==> src/hdl/mbdl_pkg.sv <==
// mbdl_pkg: shared types and codes for the multi-button debounce/lockout unit
// no dependencies; used by mbdl_lane and the top level
`default_nettype none

package mbdl_pkg;

  // command codes
  localparam logic CMD_TICK = 1'b0;
  localparam logic CMD_READ = 1'b1;

  // key status codes
  localparam logic [1:0] STATUS_IDLE    = 2'd0;
  localparam logic [1:0] STATUS_PRESSED = 2'd1;
  localparam logic [1:0] STATUS_INVALID = 2'd2;

  // configuration register indexes
  localparam int CFG_IDX_W = 2;
  localparam logic [CFG_IDX_W-1:0] CFG_THRESHOLD = 2'd0;
  localparam logic [CFG_IDX_W-1:0] CFG_LOCKOUT   = 2'd1;
  localparam logic [CFG_IDX_W-1:0] CFG_ACTIVE    = 2'd2;

  localparam int CFG_DATA_W = 16;
  localparam int LOCKOUT_W  = 16;
  localparam int KEY_W      = 8;

  localparam logic [CFG_DATA_W-1:0] THRESHOLD_RST = 16'd20;
  localparam logic [LOCKOUT_W-1:0]  LOCKOUT_RST   = 16'd10;
  localparam logic                  ACTIVE_RST    = 1'b1;

  // per-lane control from the top level
  typedef struct packed {
    logic tick;     // tick executes this cycle
    logic level;    // sampled raw level of this button
    logic blocked;  // lockout running or a lower button pressed
    logic clear;    // read-to-clear of the press flag
  } lane_ctl_t;

  // per-lane status back to the top level
  typedef struct packed {
    logic cand;     // would press if not blocked
    logic flag;     // press flag
  } lane_stat_t;

endpackage

`default_nettype wire

==> src/hdl/multi_button_debounce_lockout_unit.sv <==
// multi_button_debounce_lockout_unit: top level, input/output registers, config,
// shared lockout counter; depends on mbdl_pkg, mbdl_lane, mbdl_merge
//
// Usage:
//   in_*   : one item per transfer. command 0 is a sample tick carrying all
//            button levels; command 1 reads and clears the press flag of
//            button in_key_index.
//   out_*  : one transfer per read command, out_key_status 0 idle, 1 pressed
//            since last read, 2 invalid index. Ticks give no result.
//   cfg_*  : register writes, always ready; index 0 debounce threshold,
//            1 lockout ticks, 2 active level. Other indexes are ignored.
// Timing: an item is captured on its transfer and processed in the next
//   cycle by all button lanes in parallel, unless a read must wait for the
//   output register; no new item is taken until the held one is processed.
//   A read result is registered in the cycle after its processing cycle.
// The output register decouples the sides: a tick passes while a result is
//   held; a read waits in the input register while out_stall holds the
//   previous result, which keeps in_stall high.
// Reset: counters and flags clear, last levels read as all ones, lockout is
//   zero, configuration registers take their default values.
`default_nettype none

module multi_button_debounce_lockout_unit #(
  parameter int NUM_BUTTONS  = 2,
  parameter int COUNTER_BITS = 16
) (
  input  wire                                 clk,
  input  wire                                 rst_n,
  // input channel
  input  wire                                 in_valid,
  output logic                                in_stall,
  input  wire                                 in_command,
  input  wire [NUM_BUTTONS-1:0]               in_button_levels,
  input  wire [mbdl_pkg::KEY_W-1:0]           in_key_index,
  // result channel
  output logic                                out_valid,
  input  wire                                 out_stall,
  output logic [1:0]                          out_key_status,
  // configuration
  input  wire                                 cfg_valid,
  output logic                                cfg_ready,
  input  wire [mbdl_pkg::CFG_IDX_W-1:0]       cfg_index,
  input  wire [mbdl_pkg::CFG_DATA_W-1:0]      cfg_wdata
);

  localparam int LW = mbdl_pkg::LOCKOUT_W;

  // configuration registers
  logic [mbdl_pkg::CFG_DATA_W-1:0] thr_r;
  logic [LW-1:0]                   ticks_r;
  logic                            active_r;

  // item holding register
  logic                            busy_r;
  logic                            cmd_r;
  logic [NUM_BUTTONS-1:0]          lvl_r;
  logic [mbdl_pkg::KEY_W-1:0]      key_r;

  // result register
  logic                            out_valid_r, out_valid_nxt;
  logic [1:0]                      out_status_r;

  logic [LW-1:0]                   lockout_r, lockout_nxt, lockout_dec;

  logic                            in_xfer, exec, exec_tick, exec_read;
  logic                            lock_nz, ticks_nz, any_press, key_ok, hit;
  logic [NUM_BUTTONS-1:0]          cand, blocked, press_vec;
  logic [1:0]                      status_nxt;

  mbdl_pkg::lane_ctl_t             ctl  [NUM_BUTTONS];
  mbdl_pkg::lane_stat_t            stat [NUM_BUTTONS];

  assign cfg_ready = 1'b1;
  assign in_stall  = busy_r;
  assign in_xfer   = in_valid && !in_stall;

  // a read needs the result register free or leaving this cycle
  assign exec      = busy_r && ((cmd_r == mbdl_pkg::CMD_TICK) || !out_valid_r || !out_stall);
  assign exec_tick = exec && (cmd_r == mbdl_pkg::CMD_TICK);
  assign exec_read = exec && (cmd_r == mbdl_pkg::CMD_READ);

  assign lockout_dec = (lockout_r != '0) ? lockout_r - LW'(1) : lockout_r;
  assign lock_nz     = (lockout_dec != '0);
  assign ticks_nz    = (ticks_r != '0);

  genvar b;
  generate
    for (b = 0; b < NUM_BUTTONS; b++) begin : g_lane
      assign cand[b]        = stat[b].cand;
      assign press_vec[b]   = cand[b] && !blocked[b];
      assign ctl[b].tick    = exec_tick;
      assign ctl[b].level   = lvl_r[b];
      assign ctl[b].blocked = blocked[b];
      assign ctl[b].clear   = exec_read && (key_r == mbdl_pkg::KEY_W'(b));

      mbdl_lane #(
        .COUNTER_BITS (COUNTER_BITS)
      ) u_lane (
        .clk          (clk),
        .rst_n        (rst_n),
        .ctl          (ctl[b]),
        .threshold    (thr_r),
        .active_level (active_r),
        .stat         (stat[b])
      );
    end
  endgenerate

  mbdl_merge #(
    .NUM_BUTTONS (NUM_BUTTONS)
  ) u_merge (
    .cand      (cand),
    .lock_nz   (lock_nz),
    .ticks_nz  (ticks_nz),
    .blocked   (blocked),
    .any_press (any_press)
  );

  assign lockout_nxt = exec_tick ? (any_press ? ticks_r : lockout_dec) : lockout_r;

  // read path
  assign key_ok = (key_r < mbdl_pkg::KEY_W'(NUM_BUTTONS));

  always_comb begin
    hit = 1'b0;
    for (int i = 0; i < NUM_BUTTONS; i++) begin
      hit = hit | (stat[i].flag & (key_r == mbdl_pkg::KEY_W'(i)));
    end
  end

  assign status_nxt = !key_ok ? mbdl_pkg::STATUS_INVALID :
                      hit     ? mbdl_pkg::STATUS_PRESSED : mbdl_pkg::STATUS_IDLE;

  always_comb begin
    out_valid_nxt = out_valid_r;
    if (out_valid_r && !out_stall) begin
      out_valid_nxt = 1'b0;
    end
    if (exec_read) begin
      out_valid_nxt = 1'b1;
    end
  end

  always_ff @(posedge clk) begin
    if (!rst_n) begin
      busy_r      <= 1'b0;
      out_valid_r <= 1'b0;
      lockout_r   <= '0;
      thr_r       <= mbdl_pkg::THRESHOLD_RST;
      ticks_r     <= mbdl_pkg::LOCKOUT_RST;
      active_r    <= mbdl_pkg::ACTIVE_RST;
    end else begin
      out_valid_r <= out_valid_nxt;
      lockout_r   <= lockout_nxt;
      if (in_xfer) begin
        busy_r <= 1'b1;
      end else if (exec) begin
        busy_r <= 1'b0;
      end
      if (cfg_valid && cfg_ready) begin
        unique case (cfg_index)
          mbdl_pkg::CFG_THRESHOLD: thr_r    <= cfg_wdata;
          mbdl_pkg::CFG_LOCKOUT:   ticks_r  <= LW'(cfg_wdata);
          mbdl_pkg::CFG_ACTIVE:    active_r <= cfg_wdata[0];
          default: ;
        endcase
      end
    end
  end

  // payload registers
  always_ff @(posedge clk) begin
    if (in_xfer) begin
      cmd_r <= in_command;
      lvl_r <= in_button_levels;
      key_r <= in_key_index;
    end
    if (exec_read) begin
      out_status_r <= status_nxt;
    end
  end

  assign out_valid      = out_valid_r;
  assign out_key_status = out_status_r;

`ifndef ASSERT_OFF
  // a nonzero reload lets only the lowest candidate press
  a_one_press: assert property (@(posedge clk) disable iff (!rst_n)
    (exec_tick && ticks_nz) |-> $onehot0(press_vec))
    else $error("more than one press in a tick with lockout enabled");

  // no press while the lockout is still running
  a_no_press_locked: assert property (@(posedge clk) disable iff (!rst_n)
    (exec_tick && lock_nz) |-> (press_vec == '0))
    else $error("press during lockout");

  // an executed read always produces a result
  a_result_src: assert property (@(posedge clk) disable iff (!rst_n)
    (exec_read) |=> out_valid_r)
    else $error("read executed without a result");

  // out-of-range index reports invalid
  a_invalid_key: assert property (@(posedge clk) disable iff (!rst_n)
    (exec_read && !key_ok) |=> (out_status_r == mbdl_pkg::STATUS_INVALID))
    else $error("invalid index not reported");

  // a read never overwrites a result that is still held
  a_no_overwrite: assert property (@(posedge clk) disable iff (!rst_n)
    (out_valid_r && out_stall) |-> !exec_read)
    else $error("result overwritten while stalled");
`endif

endmodule

`default_nettype wire

==> src/hdl/mbdl_lane.sv <==
// mbdl_lane: debounce core for one button (stable counter, last level, press flag)
// depends on mbdl_pkg
`default_nettype none

module mbdl_lane #(
  parameter int COUNTER_BITS = 16
) (
  input  wire                                 clk,
  input  wire                                 rst_n,
  input  wire mbdl_pkg::lane_ctl_t            ctl,
  input  wire [mbdl_pkg::CFG_DATA_W-1:0]      threshold,
  input  wire                                 active_level,
  output mbdl_pkg::lane_stat_t                stat
);

  localparam int CMP_W = (COUNTER_BITS > mbdl_pkg::CFG_DATA_W) ?
                         COUNTER_BITS : mbdl_pkg::CFG_DATA_W;

  logic [COUNTER_BITS-1:0] cnt_r, cnt_nxt, cnt_inc;
  logic                    prev_r, prev_nxt;
  logic                    flag_r, flag_nxt;
  logic                    same, counting, press;

  assign same     = (ctl.level == prev_r);
  assign counting = same && (ctl.level == active_level);
  // saturating increment
  assign cnt_inc  = (cnt_r == {COUNTER_BITS{1'b1}}) ? cnt_r : cnt_r + COUNTER_BITS'(1);

  assign stat.cand = counting && (CMP_W'(cnt_inc) > CMP_W'(threshold));
  assign stat.flag = flag_r;
  assign press     = stat.cand && !ctl.blocked;

  always_comb begin
    cnt_nxt  = cnt_r;
    prev_nxt = prev_r;
    flag_nxt = flag_r;
    if (ctl.tick) begin
      prev_nxt = ctl.level;
      if (!same) begin
        cnt_nxt = '0;
      end else if (counting && !ctl.blocked) begin
        cnt_nxt = press ? '0 : cnt_inc;
      end
      if (press) begin
        flag_nxt = 1'b1;
      end
    end else if (ctl.clear) begin
      flag_nxt = 1'b0;
    end
  end

  always_ff @(posedge clk) begin
    if (!rst_n) begin
      cnt_r  <= '0;
      prev_r <= 1'b1;
      flag_r <= 1'b0;
    end else begin
      cnt_r  <= cnt_nxt;
      prev_r <= prev_nxt;
      flag_r <= flag_nxt;
    end
  end

endmodule

`default_nettype wire

==> src/hdl/mbdl_merge.sv <==
// mbdl_merge: combines lane candidates into per-lane blocking (lower index wins if the reload is nonzero)
// uses nothing from mbdl_pkg; its outputs are used by the top level
`default_nettype none

module mbdl_merge #(
  parameter int NUM_BUTTONS = 2
) (
  input  wire [NUM_BUTTONS-1:0] cand,
  input  wire                   lock_nz,   // lockout nonzero after decrement
  input  wire                   ticks_nz,  // a press reloads a nonzero lockout
  output logic [NUM_BUTTONS-1:0] blocked,
  output logic                   any_press
);

  genvar b;
  generate
    for (b = 0; b < NUM_BUTTONS; b++) begin : g_blk
      if (b == 0) begin : g_first
        assign blocked[b] = lock_nz;
      end else begin : g_rest
        // the first candidate below presses and reloads the lockout
        assign blocked[b] = lock_nz || (ticks_nz && (|cand[b-1:0]));
      end
    end
  endgenerate

  assign any_press = !lock_nz && (|cand);

endmodule

`default_nettype wire
==> config.mk <==
export PLATFORM = sky130hd
export DESIGN_NAME = multi_button_debounce_lockout_unit
export DESIGN_NICKNAME = d
export VERILOG_FILES = /design/src/hdl/mbdl_pkg.sv /design/src/hdl/multi_button_debounce_lockout_unit.sv /design/src/hdl/mbdl_lane.sv /design/src/hdl/mbdl_merge.sv
export SDC_FILE = /design/constraint.sdc
export NUM_CORES = 1
export LEC_CHECK = 0
export BUFFER_PORTS_ARGS = -buffer_cell sky130_fd_sc_hd__buf_4
export CAP_MARGIN = 10
export CORE_MARGIN = 4
export CORE_UTILIZATION = 45
export DETAILED_ROUTE_END_ITERATION = 7
export GPL_TIMING_DRIVEN = 0
export PLACE_DENSITY = 0.72
export SETUP_SLACK_MARGIN = 0.15
export SLEW_MARGIN = 10
export SYNTH_ARGS = -nofsm -noshare
export SYNTH_HDL_FRONTEND = slang
export SYNTH_HIERARCHICAL = 1
export SYNTH_SLANG_ARGS = --single-unit
==> constraint.sdc <==
create_clock -name clk -period 4.65 [get_ports clk]
set_input_delay 0.2325 -clock clk [delete_from_list [all_inputs] [get_ports clk]]
set_output_delay 0.2325 -clock clk [all_outputs]
set_load 0.05 [all_outputs]
==> flow_summary_export.csv <==
group,metric,value,unit
synthesis,synth-seq-cells,100,
clock_network,cts_htree_levels,3,
grt,grt_use_total,0.200,
worst_setup_path,worstSetupPathType,"reg -> reg",
worst_setup_path,cpPeakStageDelay,0.45,ns
worst_setup_path,start_kind,"flip-flop",
synthesis,yosys.area.top_type,"dfxtp_1",
grt,grt_start_max_net_pins,19,
power_and_ir_drop,leakagePower,0.00292,uW
clock_network,ctsHoldBuffers,0,
worst_setup_path,cp_cell_sequence,"buf_2 > and4_4 > nand3_4 > or3_1 > buf_6 > nand3_1 > o21a_1 > ha_1 > nand2_1 > nor3_1 > or4_4 > o31ai_4 > buf_6 > inv_1 > a21o_2 > o21ai_0 > nand2_1 > and2_1 > clkbuf_2 > a221o_1",
floorplanning,core_area,0.0134,mm2
clock_network,cts_tree,"built",
worst_setup_path,cp.required,4.89,ns
placed_design,port_buffers,37,
layout,antennaDiodeCount,0,
timing,finClkSkew,0.00815,ns
floorplanning,fp.dieW,126,um
clock_network,numCtsBuffers,9,
detailed_routing,viasPerCell,5.67,
timing,setup_viol_count_final,0,
timing,slew_headroom,0.299,
power_and_ir_drop,irDropWorstVdd,291,uV
synthesis,synth_top_family_by_area,"simple AND/OR/NAND/NOR gates",
synthesis,synth.net_count,833,
grt,grt_pass1_vias,5188,
layout,finalNetCount,888,
synthesis,synthAdderAreaFrac,0.0724,
timing,maxSlewViolCount,0,
detailed_routing,ant_nets,0,
placed_design,place_congestion,0.914,
clock_network,clock_latency,0.35,ns
floorplanning,row_count,42,
floorplanning,fp.dieH,126,um
synthesis,avgSynthCellArea,8.15,um2
min_path,hold_path.class,"in -> reg",
synthesis,synth_xor_area_frac,0.0352,
clock_network,cts_root_buf,"clkbuf_16",
synthesis,yosysUniqueCellTypes,78,
synthesis,synthMuxAreaShare,0.0209,
grt,grt_pass1_wl,25.8,mm
detailed_routing,finalWirelength,16.1,mm
layout,area_growth,15.3,%
grt,antenna_found_initial,0,
floorplanning,die_area,0.0158,mm2
synthesis,ys_seq_area_frac,0.343,
synthesis,synth-edff-count,13,
layout,mostFrequentLayoutCells,"131 x nand2_1, 85 x dfxtp_1, 53 x a21oi_1",
timing,fin_crit_sh,0.930,
layout,final_common_cell,"nand2_1",
synthesis,ys.flop_type,"dfxtp_1",
synthesis,synth_top_cell_area_share,0.280,
worst_setup_path,arrival,4.57,ns
timing,worst_slew_pin_slew,1.05,ns
detailed_routing,first_iter_violations,390,
placed_design,place_area,0.00672,mm2
floorplanning,pin_count,39,
synthesis,synth-compound-area-share,0.193,
synthesis,synth_simple_gate_area_frac,0.271,
clock_network,clk_pin_slew_worst_paths,0.07,ns
layout,drive_gt1_frac,0.162,
grt,gr-total-overflow,0,
timing,period_needed,4.32,ns
status,outcome,"finished, final reports clean",
floorplanning,start_util,0.464,
worst_setup_path,cp_max_fo,10,
power_and_ir_drop,p_per_area,351,mW/mm2
worst_setup_path,slowest_stage,"or4_4",
synthesis,synthArstFlopShare,0,
timing,hold_viol,0,
layout,final_cell_area,0.00717,mm2
synthesis,syn_area,0.00622,mm2
detailed_routing,drc,0,
clock_network,clkSinkCount,100,
detailed_routing,avgRoutedWirePerCell,16.1,um
power_and_ir_drop,p_total,2520,uW
timing,max_freq,231,MHz
timing,hold_slack,0.0524,ns
synthesis,yosysWarnings,6,
detailed_routing,vias,5663,
synthesis,synthTopCellsByArea,"dfxtp_1 28%, nand2_1 7.9%, ha_1 7.2%",
detailed_routing,first_pass_iters,6,
run,maxCapViolCount,0,
placed_design,dp_hpwl,11.9,mm
synthesis,synthCells,763,
worst_setup_path,setup.worst_path.end_class,"flip-flop",
clock_network,clockBufferDepth,2,
timing,rsz0062_at_grt,"true",
==> cell families (layout without fill, tap and decap cells) <==
kind of cell               after synthesis  in the layout
AOI/OAI and AO/OA                      179            179
xor gates and xnor gates                25             25
adders and majority gates               36             36
buffers and inverters                   88            148
DFF                                    100            100
muxes                                   12             12
other                                    1              1
and+or+nand+nor                        322            322
==> metal layers <==
metal | share of wire | GRT usage | vias to the layer above | wire (um)
li1 | - | - | 2843 | -
met1 | 0.47 | 0.269 | 2643 | 7480
met2 | 0.46 | 0.319 | 151 | 7350
met3 | 0.053 | 0.0409 | 26 | 847
met4 | 0.024 | 0.0714 | 0 | 390
met5 | 0 | 0 | - | 0
==> flip-flops by register name, indices dropped and copies added (netlist names), 2 cells and up <==
name and count:
g_lane.u_lane/cnt_r 32, g_lane.u_lane/flag_r 2, g_lane.u_lane/prev_r 2, key_r 8, lockout_r 16, lvl_r 2, out_key_status 2, thr_r 16
ticks_r 16
==> Yosys cell counts (6+ instances only) <==
library cell    n
edfxtp_1       13
ha_1           36
o21ai_1         6
nand3_1        31
xnor2_1        10
a31oi_1         9
a21oi_1        53
inv_1          45
a22o_1         15
a211oi_1        8
dfxtp_1        87
nor4_1         11
nand4_1        14
nand2_1       131
xor2_1         15
a21o_1          7
a22oi_1         7
clkbuf_1       24
and2_1          8
nor2_1         46
o21a_1          7
a22o_2          6
o31ai_1         7
nor3_1         16
buf_2           6
mux2i_1         7
o211ai_1        6
o21ai_0        26
==> report_power, final <==
part	internal [uW]	switching [uW]
Clock	430	338
Sequential	912	43.0
Combinational	351	446
==> worst max-delay path: cells and delay by family, from the launching register on <==
family	cells	cell delay, ns
AND/OR/NAND/NOR	9	1.82
AO/OA/AOI/OAI	5	1.15
buffers and inverters	5	0.73
flip-flops	1	0.30
adder cells (fa/ha/maj)	1	0.24
==> through the flow <==
step           setup slack [ns]  utilization  instances  TNS [ns]
3_5_place_dp            -0.0871        0.501        976    -0.119
5_1_grt                   0.105        0.535        999         0
2_1_floorplan             0.519            -        763         0
6_report                  0.326        0.535        999         0
3_3_place_gp           -0.00375        0.501        976  -0.00375
4_1_cts                   0.107        0.525        992         0
==> layout make-up <==
class / count / area [um2]
Timing Repair Buffer: 44 / 330
Clock buffer: 11 / 243
Buffer: 42 / 236
Clock inverter: 5 / 52.6
Inverter: 46 / 173
Fill cell: 1303 / 6230
Sequential cell: 100 / 2130
Tap cell: 176 / 220
Multi-Input combinational cell: 575 / 3780
==> final timing paths <==
path,startpoint,end,cells after the start,slack (ns)
min reg2reg,thr_r[8],thr_r[8],2,0.48
max reg2reg,g_lane[0].u_lane/cnt_r[2],g_lane[1].u_lane/cnt_r[3],20,0.33
max,g_lane[0].u_lane/cnt_r[2],g_lane[1].u_lane/cnt_r[3],20,0.33
min,in_key_index[4],key_r[4],1,0.05
==> timing repair <==
action,CTS,global route
cloned,0,0
gates resized for setup,9,23
pin swaps,0,5
setup endpoints to repair,25,32
setup buffers,0,7
Power figures use the tool's default switching activity.
